<file path="config.mk">
export PLATFORM = sky130hd
export DESIGN_NAME = battery_reply_presence_tracker_unit_flat
export DESIGN_NICKNAME = d
export VERILOG_FILES = /design/src/rtl/brpt_pkg.sv /design/src/rtl/brpt_req_if.sv /design/src/rtl/brpt_rsp_if.sv /design/src/rtl/brpt_in_stage.sv /design/src/rtl/brpt_update.sv /design/src/rtl/battery_reply_presence_tracker_unit.sv /design/src/flat_wrapper.sv
export SDC_FILE = /design/constraint.sdc
export NUM_CORES = 1
export LEC_CHECK = 0
export ABC_AREA = 1
export BUFFER_PORTS_ARGS = -buffer_cell sky130_fd_sc_hd__buf_2
export CAP_MARGIN = 10
export CORE_ASPECT_RATIO = 1.75
export CORE_MARGIN = 2
export CORE_UTILIZATION = 37
export CTS_CLUSTER_SIZE = 40
export DETAILED_ROUTE_END_ITERATION = 8
export PLACE_DENSITY = 0.58
export SLEW_MARGIN = 20
export SYNTH_ARGS = -nofsm -noshare
export SYNTH_HDL_FRONTEND = slang
export SYNTH_HIERARCHICAL = 1
export SYNTH_SLANG_ARGS = --single-unit
</file>
<file path="constraint.sdc">
create_clock -name clock -period 4.7 [get_ports clock]
set_input_delay 0 -clock clock [delete_from_list [all_inputs] [get_ports clock]]
set_output_delay 0 -clock clock [all_outputs]
set_load 0.02 [all_outputs]
</file>
<file path="src/rtl/brpt_pkg.sv">
package brpt_pkg;

   // reply qualification
   localparam logic [7:0] RPT_ID_BATTERY = 8'h08;
   localparam logic [6:0] MIN_REPLY_LEN  = 7'd10;
   localparam logic [7:0] FULL_PERCENT   = 8'd100;
   localparam logic [7:0] CHARGE_ON      = 8'h01;

   // failure limit register
   localparam int unsigned LIMIT_WIDTH = 4;
   localparam logic [LIMIT_WIDTH-1:0] LIMIT_AT_RESET = 4'd3;

   // poll outcome codes
   typedef enum logic {
      ACT_FAIL  = 1'b0,
      ACT_REPLY = 1'b1
   } action_type;

   // reported battery status
   typedef enum logic [1:0] {
      ST_UNKNOWN     = 2'd0,
      ST_CHARGING    = 2'd1,
      ST_FULL        = 2'd2,
      ST_DISCHARGING = 2'd3
   } status_type;

   // one poll outcome
   typedef struct packed {
      logic        action;
      logic [7:0]  report_id;
      logic [6:0]  reply_size;
      logic [7:0]  percent_byte;
      logic [7:0]  charge_byte;
      logic [15:0] reply_mv;
   } req_item_type;

   // one tracker result
   typedef struct packed {
      logic        changed;
      logic        present;
      logic [1:0]  status;
      logic [6:0]  capacity;
      logic        capacity_valid;
      logic [15:0] batt_mv;
      logic        voltage_valid;
   } rsp_item_type;

endpackage

</file>
<file path="src/rtl/brpt_req_if.sv">
interface brpt_req_if;
   logic                  valid;
   logic                  ready;
   brpt_pkg::req_item_type item;

   modport source (output valid, output item, input ready);
   modport sink   (input valid, input item, output ready);
endinterface

</file>
<file path="src/rtl/brpt_rsp_if.sv">
interface brpt_rsp_if;
   logic                  valid;
   logic                  ready;
   brpt_pkg::rsp_item_type item;

   modport source (output valid, output item, input ready);
   modport sink   (input valid, input item, output ready);
endinterface

</file>
<file path="src/rtl/brpt_in_stage.sv">
module brpt_in_stage (
   input  logic                   clock,
   input  logic                   reset,
   brpt_req_if.sink               req_ch,
   input  logic                   take,
   output logic                   item_valid,
   output brpt_pkg::req_item_type item
);

   logic                   valid_ff, valid_in;
   brpt_pkg::req_item_type item_ff, item_in;
   logic                   accept;

   // slot is free when empty or being drained this cycle
   assign req_ch.ready = !valid_ff || take;
   assign accept       = req_ch.valid && req_ch.ready;

   always_comb begin
      valid_in = valid_ff;
      item_in  = item_ff;
      if (accept) begin
         valid_in = 1'b1;
         item_in  = req_ch.item;
      end else if (take) begin
         valid_in = 1'b0;
      end
   end

   always_ff @(posedge clock) begin
      if (reset) begin
         valid_ff <= 1'b0;
      end else begin
         valid_ff <= valid_in;
      end
   end

   // payload needs no reset
   always_ff @(posedge clock) begin
      item_ff <= item_in;
   end

   assign item_valid = valid_ff;
   assign item       = item_ff;

endmodule

</file>
<file path="src/rtl/brpt_update.sv">
module brpt_update (
   input  logic                                clock,
   input  logic                                reset,
   input  logic                                csr_we,
   input  logic [brpt_pkg::LIMIT_WIDTH-1:0]    csr_wdata,
   input  logic                                item_valid,
   input  brpt_pkg::req_item_type              item,
   output logic                                take,
   brpt_rsp_if.source                          rsp_ch
);

   logic [brpt_pkg::LIMIT_WIDTH-1:0] limit_ff, limit_in;
   logic [brpt_pkg::LIMIT_WIDTH-1:0] count_ff, count_in;
   logic [6:0]                       cap_ff, cap_in;
   logic [15:0]                      volt_ff, volt_in;
   logic                             chg_ff, chg_in;
   logic                             pres_ff, pres_in;
   logic                             rsp_valid_ff, rsp_valid_in;
   brpt_pkg::rsp_item_type           rsp_ff, rsp_in;

   logic                             good_reply;
   logic [6:0]                       new_cap;
   logic                             new_chg;
   logic                             changed;
   logic                             vvalid;
   brpt_pkg::status_type             status;

   // move an item forward when the result slot is free or draining
   assign take = item_valid && (!rsp_valid_ff || rsp_ch.ready);

   // qualify the reply and decode its bytes
   always_comb begin
      good_reply = (item.action == brpt_pkg::ACT_REPLY)
                   && (item.report_id == brpt_pkg::RPT_ID_BATTERY)
                   && (item.reply_size >= brpt_pkg::MIN_REPLY_LEN);
      new_cap    = (item.percent_byte > brpt_pkg::FULL_PERCENT)
                   ? brpt_pkg::FULL_PERCENT[6:0] : item.percent_byte[6:0];
      new_chg    = (item.charge_byte == brpt_pkg::CHARGE_ON);
   end

   // tracker state update
   always_comb begin
      limit_in = limit_ff;
      count_in = count_ff;
      cap_in   = cap_ff;
      volt_in  = volt_ff;
      chg_in   = chg_ff;
      pres_in  = pres_ff;
      changed  = 1'b0;
      if (csr_we) begin
         limit_in = csr_wdata;
      end
      if (take) begin
         if (good_reply) begin
            changed  = !pres_ff || (cap_ff != new_cap) || (chg_ff != new_chg)
                       || (volt_ff != item.reply_mv);
            cap_in   = new_cap;
            chg_in   = new_chg;
            volt_in  = item.reply_mv;
            pres_in  = 1'b1;
            count_in = '0;
         end else begin
            // saturating failure count; absent once it reaches the limit
            if (count_ff < limit_ff) begin
               count_in = count_ff + 1'b1;
            end
            if ((count_in >= limit_ff) && pres_ff) begin
               pres_in = 1'b0;
               changed = 1'b1;
            end
         end
      end
   end

   // result fields from the updated state
   always_comb begin
      priority if (!pres_in) begin
         status = brpt_pkg::ST_UNKNOWN;
      end else if (chg_in) begin
         status = brpt_pkg::ST_CHARGING;
      end else if ({1'b0, cap_in} >= brpt_pkg::FULL_PERCENT) begin
         status = brpt_pkg::ST_FULL;
      end else begin
         status = brpt_pkg::ST_DISCHARGING;
      end
      vvalid                = pres_in && (volt_in != 16'd0);
      rsp_in                = rsp_ff;
      rsp_valid_in          = rsp_valid_ff;
      if (take) begin
         rsp_valid_in          = 1'b1;
         rsp_in.changed        = changed;
         rsp_in.present        = pres_in;
         rsp_in.status         = status;
         rsp_in.capacity       = pres_in ? cap_in : 7'd0;
         rsp_in.capacity_valid = pres_in;
         rsp_in.batt_mv        = vvalid ? volt_in : 16'd0;
         rsp_in.voltage_valid  = vvalid;
      end else if (rsp_ch.ready) begin
         rsp_valid_in          = 1'b0;
      end
   end

   always_ff @(posedge clock) begin
      if (reset) begin
         limit_ff     <= brpt_pkg::LIMIT_AT_RESET;
         count_ff     <= '0;
         cap_ff       <= '0;
         volt_ff      <= '0;
         chg_ff       <= 1'b0;
         pres_ff      <= 1'b0;
         rsp_valid_ff <= 1'b0;
      end else begin
         limit_ff     <= limit_in;
         count_ff     <= count_in;
         cap_ff       <= cap_in;
         volt_ff      <= volt_in;
         chg_ff       <= chg_in;
         pres_ff      <= pres_in;
         rsp_valid_ff <= rsp_valid_in;
      end
   end

   // result payload needs no reset
   always_ff @(posedge clock) begin
      rsp_ff <= rsp_in;
   end

   assign rsp_ch.valid = rsp_valid_ff;
   assign rsp_ch.item  = rsp_ff;

endmodule

</file>
<file path="src/rtl/battery_reply_presence_tracker_unit.sv">
// Battery reply presence tracker.
// req_ch carries one poll outcome per item (failure, or a reply report with
// id, length, percent, charge and voltage bytes); rsp_ch returns exactly one
// result per item: changed, present, status, capacity and voltage with their
// valid marks. Both channels use valid/ready; an item moves when both are high.
// csr_we/csr_wdata write the failure limit; write it only while idle.
// The result passes through the input register, then the result register.
// Throughput: one item per cycle while rsp_ch does not stall, set by the
// combinational state update between the two registers.
// When rsp_ch stalls, the result register holds; one more item waits in the
// input register, after which req_ch.ready drops until the result is taken.
// Synchronous reset clears both registers' valid flags and the tracker state:
// device absent, stored readings and failure count zero, failure limit 3.
module battery_reply_presence_tracker_unit (
   input  logic                             clock,
   input  logic                             reset,
   input  logic                             csr_we,
   input  logic [brpt_pkg::LIMIT_WIDTH-1:0] csr_wdata,
   brpt_req_if.sink                         req_ch,
   brpt_rsp_if.source                       rsp_ch
);

   logic                   item_valid;
   logic                   take;
   brpt_pkg::req_item_type item;

   // input register
   brpt_in_stage u_in_stage (
      .clock      (clock),
      .reset      (reset),
      .req_ch     (req_ch),
      .take       (take),
      .item_valid (item_valid),
      .item       (item)
   );

   // state update and result register
   brpt_update u_update (
      .clock      (clock),
      .reset      (reset),
      .csr_we     (csr_we),
      .csr_wdata  (csr_wdata),
      .item_valid (item_valid),
      .item       (item),
      .take       (take),
      .rsp_ch     (rsp_ch)
   );

endmodule

</file>
<file path="src/flat_wrapper.sv">
// flat-port wrapper written by rule: the top's interface ports become plain ports
module battery_reply_presence_tracker_unit_flat 
  (clock, reset, csr_we, csr_wdata, req_ch_valid, req_ch_item, req_ch_ready, rsp_ch_valid, rsp_ch_item, rsp_ch_ready);
  brpt_req_if req_ch_i ();
  brpt_rsp_if rsp_ch_i ();
  input  logic clock;
  input  logic reset;
  input  logic csr_we;
  input  logic [brpt_pkg::LIMIT_WIDTH-1:0] csr_wdata;
  input wire logic [$bits(req_ch_i.valid)-1:0] req_ch_valid;
  input wire logic [$bits(req_ch_i.item)-1:0] req_ch_item;
  output wire logic [$bits(req_ch_i.ready)-1:0] req_ch_ready;
  output wire logic [$bits(rsp_ch_i.valid)-1:0] rsp_ch_valid;
  output wire logic [$bits(rsp_ch_i.item)-1:0] rsp_ch_item;
  input wire logic [$bits(rsp_ch_i.ready)-1:0] rsp_ch_ready;
  assign req_ch_i.valid = req_ch_valid;
  assign req_ch_i.item = req_ch_item;
  assign req_ch_ready = req_ch_i.ready;
  assign rsp_ch_valid = rsp_ch_i.valid;
  assign rsp_ch_item = rsp_ch_i.item;
  assign rsp_ch_i.ready = rsp_ch_ready;
  battery_reply_presence_tracker_unit u_core (.clock(clock), .reset(reset), .csr_we(csr_we), .csr_wdata(csr_wdata), .req_ch(req_ch_i), .rsp_ch(rsp_ch_i));
endmodule
</file>
**Word-level counts from Yosys, hierarchy flattened**

Index checks and enable logic that the tools add are counted.

- Register bits: 111
- Bits in latches: 0
- Bits in writable memories: 0
- Memory bits (read-only): 0
- Word-level logic and storage cells: 73
- Memories kept: 0

- Add/sub/neg operators: 1
- Multiply operators: 0
- Div/mod/pow operators: 0
- Magnitude comparators: 5
- Equality and inequality tests: 5
- Shift operators: 0
- Multiplexer cells: 22
- Bitwise operators: 1
- Reduce and logical (&&, ||, !) cells: 18

Operators by type and width:

| cell | count |
|---|---|
| 2-to-1 mux 16 bit | 2 |
| 2-to-1 mux 7 bit | 3 |
| 2-to-1 mux 4 bit | 4 |
| inequality test 16 bit | 1 |
| nonzero test 16 bit | 1 |
| 2-to-1 mux 1 bit | 13 |
| equality test 8 x 1 -> 1 bit, second input constant | 1 |
| equality test 8 x 4 -> 1 bit, second input constant | 1 |
| greater-than comparator 8 x 7 -> 1 bit, second input constant | 1 |
| >= comparator 7 x 4 -> 1 bit, second input constant | 1 |
| >= comparator 7 bit, second input constant | 1 |
| inequality test 7 bit | 1 |
| logical AND 1 bit | 6 |
| logical OR 1 bit | 5 |
| adder 4 x 1 -> 4 bit, second input constant | 1 |
| >= comparator 4 bit | 1 |
| < comparator 4 bit | 1 |
| nonzero test 2 bit | 2 |
| zero test 1 bit | 3 |
| OR reduction 2 bit | 1 |
| inequality test 1 bit | 1 |
| NOT 1 bit | 1 |

**Depth between registers and ports, before layout**

Gate-level depths: netlist (run 1).

- Depth after elaboration: 12
- Depth in mapped cells: 19
- Gate-level depth less buffers: 18

**Hierarchy**

The synthesis (run 1) kept the hierarchy.

Modules (own cells, without submodules):

| module | times used | cells each | area each (um2) | seq. area each (um2) |
|---|---|---|---|---|
| brpt_update | 1 | 421 | 3,225.6 | 1,521.5 |
| brpt_in_stage | 1 | 54 | 1,488.9 | 1,461.4 |

**Worst setup path after synthesis (run 1)**

OpenSTA, ideal clock, no wires.

- Kind: flip-flop to flip-flop
- Start point: register u_core.u_update.rsp_valid_ff (netlist: u_core/u_update/rsp_ch.valid)
- End point: register u_core.u_in_stage.item_ff, in the netlist u_core/u_in_stage/item[0], enable pin
- Arrival time: 3.641 ns
- Data required time: 4.231 ns
- Setup slack: 0.590 ns
- Stages on the path, launching flop included: 5
- Buffers on the path: 1
- Clock period less this slack: 4.110 ns
- Cell sequence: dfxtp_1 -> a21oi_4 -> buf_2 -> inv_2 -> a21oi_1

- Longest elaborated chain between the ends: 5

Ends and longest elaborated chain:

| element | RTL line | text |
|---|---|---|
| start, declared | brpt_update.sv:18 | `logic rsp_valid_ff, rsp_valid_in;` |
| start signal, assigned | brpt_update.sv:119 | `rsp_valid_ff <= rsp_valid_in;` |
| zero test 1 bit | brpt_update.sv:29 | `assign take = item_valid && (!rsp_valid_ff \|\| rsp_ch.ready);` |
| logical OR 1 bit | brpt_update.sv:29 |  |
| logical AND 1 bit | brpt_update.sv:29 |  |
| named net u_core.take | battery_reply_presence_tracker_unit.sv:24 | `logic take;` |
| logical OR 1 bit | brpt_in_stage.sv:15 | `assign req_ch.ready = !valid_ff \|\| take;` |
| logical AND 1 bit | brpt_in_stage.sv:16 | `assign accept = req_ch.valid && req_ch.ready;` |
| named net u_core.u_in_stage.accept | brpt_in_stage.sv:12 | `logic accept;` |
| end signal, assigned | brpt_in_stage.sv:39 | `item_ff <= item_in;` |
| end, declared | brpt_in_stage.sv:11 | `brpt_pkg::req_item_type item_ff, item_in;` |

The timed path passes the listed nets, and every way through them passes these cells.
A chain may end at the register's enable or synchronous reset.

**Worst setup path in the final report (run 1)**

- Start point: register u_core/u_update/limit_ff[1] (netlist bit)
- End point: register u_core.u_update.rsp_ff, in the netlist u_core/u_update/rsp_ch.item[25] (data pin)

- Longest elaborated chain between the ends: 9

Ends and longest elaborated chain:

| element | RTL line | text |
|---|---|---|
| start, declared | brpt_update.sv:12 | `logic [brpt_pkg::LIMIT_WIDTH-1:0] limit_ff, limit_in;` |
| start signal, assigned | brpt_update.sv:105 | `limit_ff <= brpt_pkg::LIMIT_AT_RESET;` |
| start signal, assigned | brpt_update.sv:113 | `limit_ff <= limit_in;` |
| < comparator 4 bit | brpt_update.sv:64 | `if (count_ff < limit_ff) begin` |
| 2-to-1 mux 4 bit | brpt_update.sv:64 |  |
| 2-to-1 mux 4 bit | brpt_update.sv:54 | `if (good_reply) begin` |
| 2-to-1 mux 4 bit | brpt_update.sv:53 | `if (take) begin` |
| >= comparator 4 bit (*) | brpt_update.sv:67 | `if ((count_in >= limit_ff) && pres_ff) begin` |
| logical AND 1 bit (*) | brpt_update.sv:67 |  |
| 2-to-1 mux 1 bit (*) | brpt_update.sv:67 |  |
| 2-to-1 mux 1 bit (*) | brpt_update.sv:54 |  |
| 2-to-1 mux 1 bit (*) | brpt_update.sv:53 |  |
| named net u_core.u_update.pres_in | brpt_update.sv:17 | `logic pres_ff, pres_in;` |
| end signal, assigned | brpt_update.sv:125 | `rsp_ff <= rsp_in;` |
| end, declared | brpt_update.sv:19 | `brpt_pkg::rsp_item_type rsp_ff, rsp_in;` |

The timed path passes the listed nets; every way through them passes the cells marked *. The select of a mux whose other input is x is not followed.

==> impl_metrics.toml, run 1 <==
[setup_path]
required_ps = 4900
arrival_ps = 3050
critPathLaunchType = "register"
critPathCaptureType = "register"
worstSetupPathType = "register to register"
critPathMaxFanout = 9
critPathLaunch = "u_core/u_update/limit_ff[1]"
reg2reg_from = "u_core/u_update/limit_ff[1]"

[power_and_ir_drop]
intPower_w = 0.001594
p_clk_share_pct = 37.7
p_sw_w = 0.0004799
comb_power_share_pct = 9.1
p_sw_share_pct = 23.14
p_per_area_nw_per_um2 = 335.9
p_leak_nw = 2.580
seqPwrFrac_pct = 53.1
vdd_ir_drop_max_v = 0.0001744

[floorplanning]
fp.dieH_um = 152.9
io-pin-count = 88
die_area_um2 = 13610
fp.coreArea_um2 = 12430
fp.dieW_um = 89.06
rows = 54
start_util_pct = 37.68

[grt]
grt_max_degree = 48
grt_pass1_vias = 3478
grt_pass1_wl_um = 15760
antenna_found_initial = 0
grt_usage_pct = 15.05
grt_remaining_overflow = 0

[cts]
clock_sinks = 110
worstSkewPairLatency_ps = 350
path_clk_slew_ps = 70
post_cts_buffers = 0
max-clock-path-buffers = 2
cts_htree_levels = 3
cts_tree = "done"
cts_buffers = 9
root_buffer = "clkbuf_16"

[detailed_routing]
drt-initial-drc-count = 269
drcViolationCount = 0
avgRoutedWirePerCell_um = 12.43
vias_per_cell = 4.482
firstDrtPassIters = 4
num_vias = 3554
routed_wl_um = 9856
antenna_left = 0

[synth]
yosys_warnings = 6
syn_area_um2 = 4684
avgSynthCellArea_um2 = 9.883
syn_nets = 539
synth_cells = 474

[sta]
hold_slack_ps = 15.29
fmax_ghz = 0.3515
grt_setup_unrepaired = "false"
finalHoldViolations = 0
fin_crit_sh_pct = 60.53
slew_headroom_pct = 54.84
fin_tns_setup_ps = 0
setup_violations = 0
worstMarginPinSlew_ps = 677.5
min_period_ps = 2845
drv_slew = 0
fin_skew_ps = 16.04

[finish]
area_growth_pct = 31.78
n_antenna_cell = 0
multiInputGateArea_um2 = 1434
drive_gt1_share_pct = 20.00
nNetsFinal = 685
seqCellArea_um2 = 2953
fillCellCount = 1198

[flow_run]
maxCapViolations = 0

[run_status]
status = "finished clean"

[placed_design]
gp_congestion = 0.9148
io_buffers = 86
dp_hpwl_um = 6883

[hold_path]
worstHoldStart = "csr_we"
hold_class = "input port to register"
placed cells by master, fill, tap and decap left out, types with 2 or more instances in the layout:
master	instances
nand2_1	101
buf_2	86
edfxtp_1	75
nor2_1	75
inv_1	60
dlygate4sd3_1	58
dfxtp_1	35
nand4_1	21
o21ai_0	16
nand3_1	13
a21oi_1	12
nor2_2	10
clkbuf_16	9
ha_1	8
xor2_1	6
inv_6	5
nand3b_1	4
o22ai_1	4
xnor2_1	4
inv_2	3
nor3_1	3
buf_4	2
a21oi_4	2
cell type report:
class / count / area share (%)
clock buffers: 9 / 3.648
clock inverters: 7 / 1.378
inverters: 64 / 3.891
multi-input cells: 289 / 23.23
flip-flops and latches: 110 / 47.83
well taps: 168 / 3.405
repair buffers: 146 / 16.62
critical path, cell delays in order, from the launching register on:
cell and delay, ps:
dfxtp_1 310, inv_1 80, ha_1 300, a21o_1 170, nand3_1 60, nand2_1 80
inv_1 110, nand2_1 50, o21ai_0 70, inv_1 90, ha_1 310, a21oi_1 190
nand3_1 130, nand2_1 80, nand2_1 50, nand2_1 180, clkinv_1 280, nor2_1 170
path summary, 6_finish.rpt:
| path | to | slack [ps] | cells after the start |
|---|---|---|---|
| min reg2reg | u_core/u_update/rsp_ch.valid | 510 | 2 |
| max reg2reg | u_core/u_update/rsp_ch.item[25] | 1860 | 17 |
| max | u_core/u_update/rsp_ch.item[25] | 1860 | 17 |
| min | u_core/u_update/limit_ff[0] | 20 | 4 |
stage by stage:
step / total power, W / std cells / area, um^2 / setup WS [ps] / util, %
after floorplan: 0.001215 / 474 / 4684 / 639.8 / -
after global placement: 0.001272 / 719 / 5283 / 1971 / 42.49
after CTS: 0.002100 / 793 / 6173 / 1879 / 49.66
after detailed placement: 0.001277 / 719 / 5283 / 1897 / 42.49
final: 0.002074 / 793 / 6173 / 1855 / 49.66
after global routing: 0.002168 / 793 / 6173 / 1529 / 49.66
what timing repair did:
item | 4_1_cts | 5_1_grt
hold buffers | 58 | 0
endpoints found under the hold margin | 53 | 0
resized for setup | 0 | 0
layer usage:
layer  track usage, %  share of wire, %  vias to the layer above
li1                 -                 -                     1847
met1            17.24                41                     1619
met2            26.51                55                       79
met3            3.132               2.9                        9
met4            6.112               1.8                        0
met5                0                 0                        -
state kept, by name, indices dropped and copies added (netlist names):
name / cells
u_core/u_update/cap_ff: 7
u_core/u_update/pres_ff: 1
u_core/u_update/count_ff: 4
u_core/u_update/rsp_ch.valid: 1
u_core/u_update/rsp_ch.item: 28
u_core/u_update/limit_ff: 4
u_core/u_in_stage/item: 47
u_core/u_update/volt_ff: 16
u_core/u_in_stage/item_valid: 1
u_core/u_update/chg_ff: 1
power groups by stage:
stage	sequential, W	clock [W]	combinational, W
6_report	0.00110	0.000783	0.000189
3_3_place_gp	0.00112	0	0.000148
5_1_grt	0.00111	0.000851	0.000211
3_5_place_dp	0.00112	0	0.000153
2_1_floorplan	0.00114	0	0.0000764
4_1_cts	0.00110	0.000807	0.000191
(Power assumes the default switching activity.)
==> run 2: changes to the inputs <==
==> constraint.sdc (replaced) <==
create_clock -name clock -period 2.65 [get_ports clock]
set_input_delay 0 -clock clock [delete_from_list [all_inputs] [get_ports clock]]
set_output_delay 0 -clock clock [all_outputs]
set_load 0.02 [all_outputs]
==> run 2 against run 1 <==
Net effect:
- clock power up 67%
- design area increased by 2.8%
- first-iteration DRC count down 16%
- sequential share of layout area is 1.2 points lower
- global-route usage rose by 1.4 points
- sequential cell count did not move
- sequential power is 78% higher
- setup slack worse by 1700 ps
- non-clock buffer count grew 9
- critical path depth unchanged
- clock-buffer cell count rose by 1
- via count is 3.5% higher
- largest power group unchanged
==> impl_metrics.toml, run 2 (same netlist as run 1, synthesis figures left out) <==
[setup_path]
worst_path_largest_cell_delay_ps = 300
critPathMaxFanout = 4
required_ps = 2750
cp_num_buf_inv = 5
worst_path_dominant_cell_family = "buffers and inverters"
worstSetupPathType = "register to register"
critPathLaunch = "u_core/u_update/limit_ff[3]"
critPathLaunchType = "register"
critPathCaptureType = "register"
reg2reg_from = "u_core/u_update/limit_ff[3]"
slowest_stage = "dfxtp_1"
crit_path_cell_trace = "inv_1 -> ha_4 -> a21oi_2 -> nand2_2 -> inv_2 -> nand2_1 -> xor2_1 -> inv_1 -> ha_4 -> o211ai_1 -> nand3_2 -> nand2_1 -> nand2_2 -> nand2_4 -> buf_4 -> nand2_1 -> inv_1"
arrival_ps = 2600

[power_and_ir_drop]
p_sw_share_pct = 22.47
p_sw_w = 0.0008192
vdd_ir_drop_max_v = 0.0002978
comb_power_share_pct = 10.3
p_leak_nw = 2.639
p_per_area_nw_per_um2 = 574.3
intPower_w = 0.002826
p_clk_share_pct = 36.0
seqPwrFrac_pct = 53.6
p_total_w = 0.003645

[cts]
clock_sinks = 110
cts_buffers = 9
cts_htree_levels = 3
path_clk_slew_ps = 70
max-clock-path-buffers = 2
worstSkewPairLatency_ps = 340
root_buffer = "clkbuf_16"
cts_tree = "done"

[finish]
area_growth_pct = 35.50
layout_commonest_cell = "nand2_1"
fillCellCount = 1185
largest_reg_flops = 47
n_antenna_cell = 0
drive_gt1_share_pct = 23.94
multiInputGateArea_um2 = 1540
final_area_um2 = 6347
final_cell_mix = "97 x nand2_1, 86 x buf_2, 75 x edfxtp_1, 75 x nor2_1"
seqCellArea_um2 = 2958
nNetsFinal = 695

[sta]
worstMarginPinSlew_ps = 701.4
setup_violations = 0
fmax_ghz = 0.4008
fin_skew_ps = 5.905
fin_crit_sh_pct = 94.14
finalHoldViolations = 0
slew_headroom_pct = 53.24
fin_ws_ps = 155.3
drv_slew = 0
min_period_ps = 2495

[grt]
grt-busiest-layer = "met2"
grt_max_degree = 48
antenna_found_initial = 0
grtUsageMet3_pct = 1.674
grt.met1_usage_pct = 18.21
grt_remaining_overflow = 0
grt_pass1_vias = 3704
grt_pass1_wl_um = 17170
grt_usage_pct = 16.44
grt_util_met2_pct = 29.42

[hold_path]
worstHoldStart = "csr_we"
hold_class = "input port to register"

[flow_run]
maxCapViolations = 0

[detailed_routing]
avgRoutedWirePerCell_um = 13.08
drt-initial-drc-count = 227
num_vias = 3678
antenna_left = 0
vias_per_cell = 4.580
firstDrtPassIters = 4
drcViolationCount = 0
routed_wl_um = 10500

[floorplanning]
fp.dieW_um = 89.06
start_util_pct = 37.68
die_area_um2 = 13610
rows = 54
io-pin-count = 88
fp.dieH_um = 152.9
fp.coreArea_um2 = 12430

[placed_design]
dpl_worst_slack_ps = -71.06
placed_cell_area_um2 = 5340
dp_hpwl_um = 7139
io_buffers = 86
gp_congestion = 0.8440

[run_status]
status = "finished clean"
==> run 2: metrics by stage <==
step | TNS (ps) | cells | hold WS (ps) | util [%]
after floorplan | 0 | 474 | 62.44 | -
after global placement | 0 | 725 | 177.0 | 42.95
after detailed placement | -758.7 | 725 | 178.1 | 42.95
after CTS | 0 | 800 | 17.54 | 50.09
after global routing | -6.890 | 803 | 62.47 | 51.06
final | 0 | 803 | 26.66 | 51.06
==> run 2: final cells by class <==
cell class	instances	share of cell area [%]
Sequential cell	110	46.60
Inverter	64	3.824
Multi-Input combinational cell	290	24.27
Clock buffer	10	3.607
Timing Repair Buffer	155	17.43
Clock inverter	6	0.9659
Tap cell	168	3.312
==> run 2: path summary, 6_finish.rpt <==
kind / endpoint / slack (ps) / depth (start not counted)
worst max-delay path: u_core/u_update/rsp_ch.item[26] / 160 / 17
worst min-delay path: u_core/u_update/limit_ff[0] / 30 / 4
worst max register to register: u_core/u_update/rsp_ch.item[26] / 160 / 17
worst min register to register: u_core/u_update/rsp_ch.valid / 520 / 2
==> run 2: layer usage <==
layer  vias to the layer above  wire length [um]
li1                       1868                 -
met1                      1691              4013
met2                        97              5711
met3                        22               394
met4                         0               380
met5                         -                 0
==> run 2: repair_timing <==
action                                  4_1_cts  5_1_grt
pin swaps                                     1        6
hold endpoints to repair                     53        0
setup buffers                                 0        3
gates resized for setup                       5       18
hold buffers                                 58        0
gates cloned                                  1        0
endpoints found under the setup margin       27       28
==> run 2: tightest hold or removal path: stages <==
cell and delay, ps:
buf_2 110, inv_1 80, nand2_1 60, nand3_1 60
==> run 2: power by group through the flow <==
stage	logic [W]	registers (W)	clock network (W)
after floorplan	0.000138	0.00202	0
after CTS	0.000346	0.00196	0.00136
after global placement	0.000271	0.00199	0
final	0.000376	0.00196	0.00131
after global routing	0.000417	0.00196	0.00141
after detailed placement	0.000278	0.00199	0
==> run 3: changes to the inputs <==
--- a/config.mk
+++ b/config.mk
@@ -17,5 +17,4 @@
 export SLEW_MARGIN = 20
 export SYNTH_ARGS = -nofsm -noshare
 export SYNTH_HDL_FRONTEND = slang
-export SYNTH_HIERARCHICAL = 1
 export SYNTH_SLANG_ARGS = --single-unit
==> run 3 against run 2 <==
Net effect:
- clock skew grew 1.6 ps
- utilization rose by 0.76 points
- non-clock buffer count increased by 3
- via count grew 3.3%
- sequential share of layout area decreased by 0.92 points
- combinational power is 8.8% lower
- critical path depth is 2 higher
- sequential cell count unchanged
- final cell count increased by 3.5%
- design area increased by 2.0%
- synthesized cell count up 5.9%
- total power up 1.4%
==> impl_metrics.toml, run 3 <==
[run_status]
status = "finished clean"

[grt]
grt_pass1_vias = 3886
grt_usage_pct = 16.30
grt_max_degree = 48
grt_remaining_overflow = 0
antenna_found_initial = 0
grt_pass1_wl_um = 17270

[finish]
layout_commonest_cell = "nand2_1"
fillCellCount = 1134
area_growth_pct = 36.81
n_antenna_cell = 0
largest_reg_flops = 47
nNetsFinal = 723
final_cell_mix = "112 x nand2_1, 86 x buf_2, 82 x nor2_1, 75 x edfxtp_1, 65 x inv_1"
fin_cells = 831
final_area_um2 = 6477
drive_gt1_share_pct = 23.23

[sta]
fin_skew_ps = 7.516
finalHoldViolations = 0
fin_crit_sh_pct = 96.72
drv_slew = 0
slew_headroom_pct = 54.24
grt_setup_unrepaired = "true"
worstMarginPinSlew_ps = 686.4
min_period_ps = 2563
setup_violations = 0
fin_ws_ps = 87.02
fmax_ghz = 0.3902

[cts]
clock_sinks = 110
worstSkewPairLatency_ps = 340
cts_buffers = 9
cts_tree = "done"
max-clock-path-buffers = 2
cts_htree_levels = 3
root_buffer = "clkbuf_16"
path_clk_slew_ps = 70

[power_and_ir_drop]
p_leak_nw = 2.735
p_per_area_nw_per_um2 = 570.9
vdd_ir_drop_max_v = 0.0003756

[detailed_routing]
drt-initial-drc-count = 157
routed_wl_um = 10990
vias_per_cell = 4.570
num_vias = 3798
antenna_left = 0
avgRoutedWirePerCell_um = 13.22
drcViolationCount = 0
firstDrtPassIters = 4

[setup_path]
reg2reg_from = "u_core.u_update.limit_ff[1]"
critPathMaxFanout = 5
worstSetupPathType = "register to register"
slowest_stage = "dfxtp_2"
worst_path_largest_cell_delay_ps = 350
reg2regPathDepth = 19
critPathLaunchType = "register"
rrSetupSlack_ps = 90
arrival_ps = 2670
required_ps = 2750
worst_path_dominant_cell_family = "simple AND/OR/NAND/NOR gates"
critPathCaptureType = "register"
path_common_cell = "nand2_2"
crit_path_cell_trace = "inv_4 -> ha_4 -> a21o_1 -> nand3_2 -> nand2_2 -> inv_2 -> nand2_1 -> nand2_2 -> ha_4 -> inv_1 -> nor2_1 -> o211ai_1 -> nand3_1 -> nand2_1 -> nand2_2 -> nand2_4 -> inv_4 -> buf_6 -> nor2_1"
cp_num_buf_inv = 5
reg2reg_to = "u_core.u_update.rsp_ch.item[21]"

[floorplanning]
fp.dieH_um = 153.6
start_util_pct = 37.88
rows = 54
fp.dieW_um = 89.51
io-pin-count = 88
die_area_um2 = 13750
fp.coreArea_um2 = 12500

[placed_design]
dp_hpwl_um = 7316
dpl_worst_slack_ps = -103.4
placed_cell_area_um2 = 5368
dp.cells = 750
gp_congestion = 0.8621
io_buffers = 86

[synth]
ys_seq_area_share_pct = 62.37
async_flop_share_pct = 0
yosysTopAreaCell = "edfxtp_1"
synth-edff-count = 75
yosys-top-cells-count = "118 x nand2_1, 86 x nor2_1, 75 x edfxtp_1"
syn_area_um2 = 4735
syn_nets = 567
yosysMostFrequentCell = "nand2_1"
yosys_warnings = 0
synthDistinctLibCells = 33
synth_cells = 502
ys_ff_latch = 110
synth_top_area_share_pct = 47.57
synth_area_leaders = "edfxtp_1 48%, dfxtp_1 15%, nand2_1 9.4%"
synthFlopType = "edfxtp_1"
avgSynthCellArea_um2 = 9.431

[hold_path]
min_to = "u_core.u_update.cap_ff[2]"
worstHoldStart = "reset"
hold_class = "input port to register"
whs_path_depth = 2

[flow_run]
maxCapViolations = 0
==> run 3: power breakdown <==
group | switching [W] | internal (W) | total, W | leakage, nW
sequential | 0.0000336 | 0.00191 | 0.00194 | 1.00
clock | 0.000588 | 0.000827 | 0.00141 | 0.152
combinational | 0.000181 | 0.000161 | 0.000343 | 1.58
==> run 3: kinds of logic after synthesis <==
group                    Yosys count  synth area share [%]
AO/OA/AOI/OAI                     38                 4.387
multiplexers                       1                0.2114
adder cells (fa/ha/maj)            8                 2.114
buffers and inverters             85                 7.214
XOR/XNOR                           4                0.7401
AND/OR/NAND/NOR                  256                 22.97
flip-flops                       110                 62.37
==> run 3: repair_timing <==
| item | CTS | global route |
|---|---|---|
| hold buffers | 59 | 0 |
| resized for setup | 4 | 35 |
| setup buffers | 1 | 5 |
| hold endpoints to repair | 53 | 0 |
| pin swaps | 0 | 10 |
| endpoints found under the setup margin | 25 | 28 |
==> run 3: layer usage <==
metal  GRT usage, %  share of wire (%)  vias up
met5              0                  0        -
met2          29.14                 55       92
li1               -                  -     1946
met3          2.469                3.2       25
met1          17.94                 39     1735
met4          8.316                3.4        0
==> run 3: worst max path at each step <==
stage	from	to	slack [ps]	cells after the start
global route	u_core.u_update.limit_ff[1]	u_core.u_update.rsp_ch.item[21]	-50	19
global placement	u_core.u_update.limit_ff[1]	u_core.u_update.rsp_ch.item[22]	50	18
finish	u_core.u_update.limit_ff[1]	u_core.u_update.rsp_ch.item[21]	90	19
floorplan	u_core.u_update.limit_ff[1]	u_core.u_update.rsp_ch.item[22]	140	18
CTS	u_core.u_update.limit_ff[1]	u_core.u_update.rsp_ch.item[22]	30	18
detailed placement	u_core.u_update.count_ff[1]	u_core.u_update.rsp_ch.item[22]	-100	17
==> run 3: cell type report <==
cell class | count | area (um^2) | area share [%]
well taps | 168 | 210.2 | 3.245
multi-input cells | 307 | 1588 | 24.51
repair buffers | 158 | 1130 | 17.44
clock inverters | 6 | 86.33 | 1.333
inverters | 72 | 275.3 | 4.250
clock buffers | 10 | 229.0 | 3.535
flip-flops and latches | 110 | 2959 | 45.68
==> run 3: per-stage QoR <==
stage / hold WS [ps] / util, % / power, W / setup TNS [ps]
after CTS: 184.9 / 50.30 / 0.003699 / 0
after global routing: 219.3 / 51.82 / 0.003846 / -674.3
final: 188.0 / 51.82 / 0.003698 / 0
after detailed placement: 178.1 / 42.94 / 0.002222 / -1914
after global placement: 176.2 / 42.94 / 0.002211 / 0
after floorplan: 98.87 / - / 0.002117 / 0
==> run 3: worst reg2reg max path, cell delays in order (launching register included) <==
cell	delay, ps
dfxtp_2	350
inv_4	40
ha_4	250
a21o_1	110
nand3_2	60
nand2_2	100
inv_2	70
nand2_1	90
nand2_2	90
ha_4	270
inv_1	30
nor2_1	100
o211ai_1	120
nand3_1	120
nand2_1	70
nand2_2	110
nand2_4	90
inv_4	90
buf_6	110
nor2_1	40
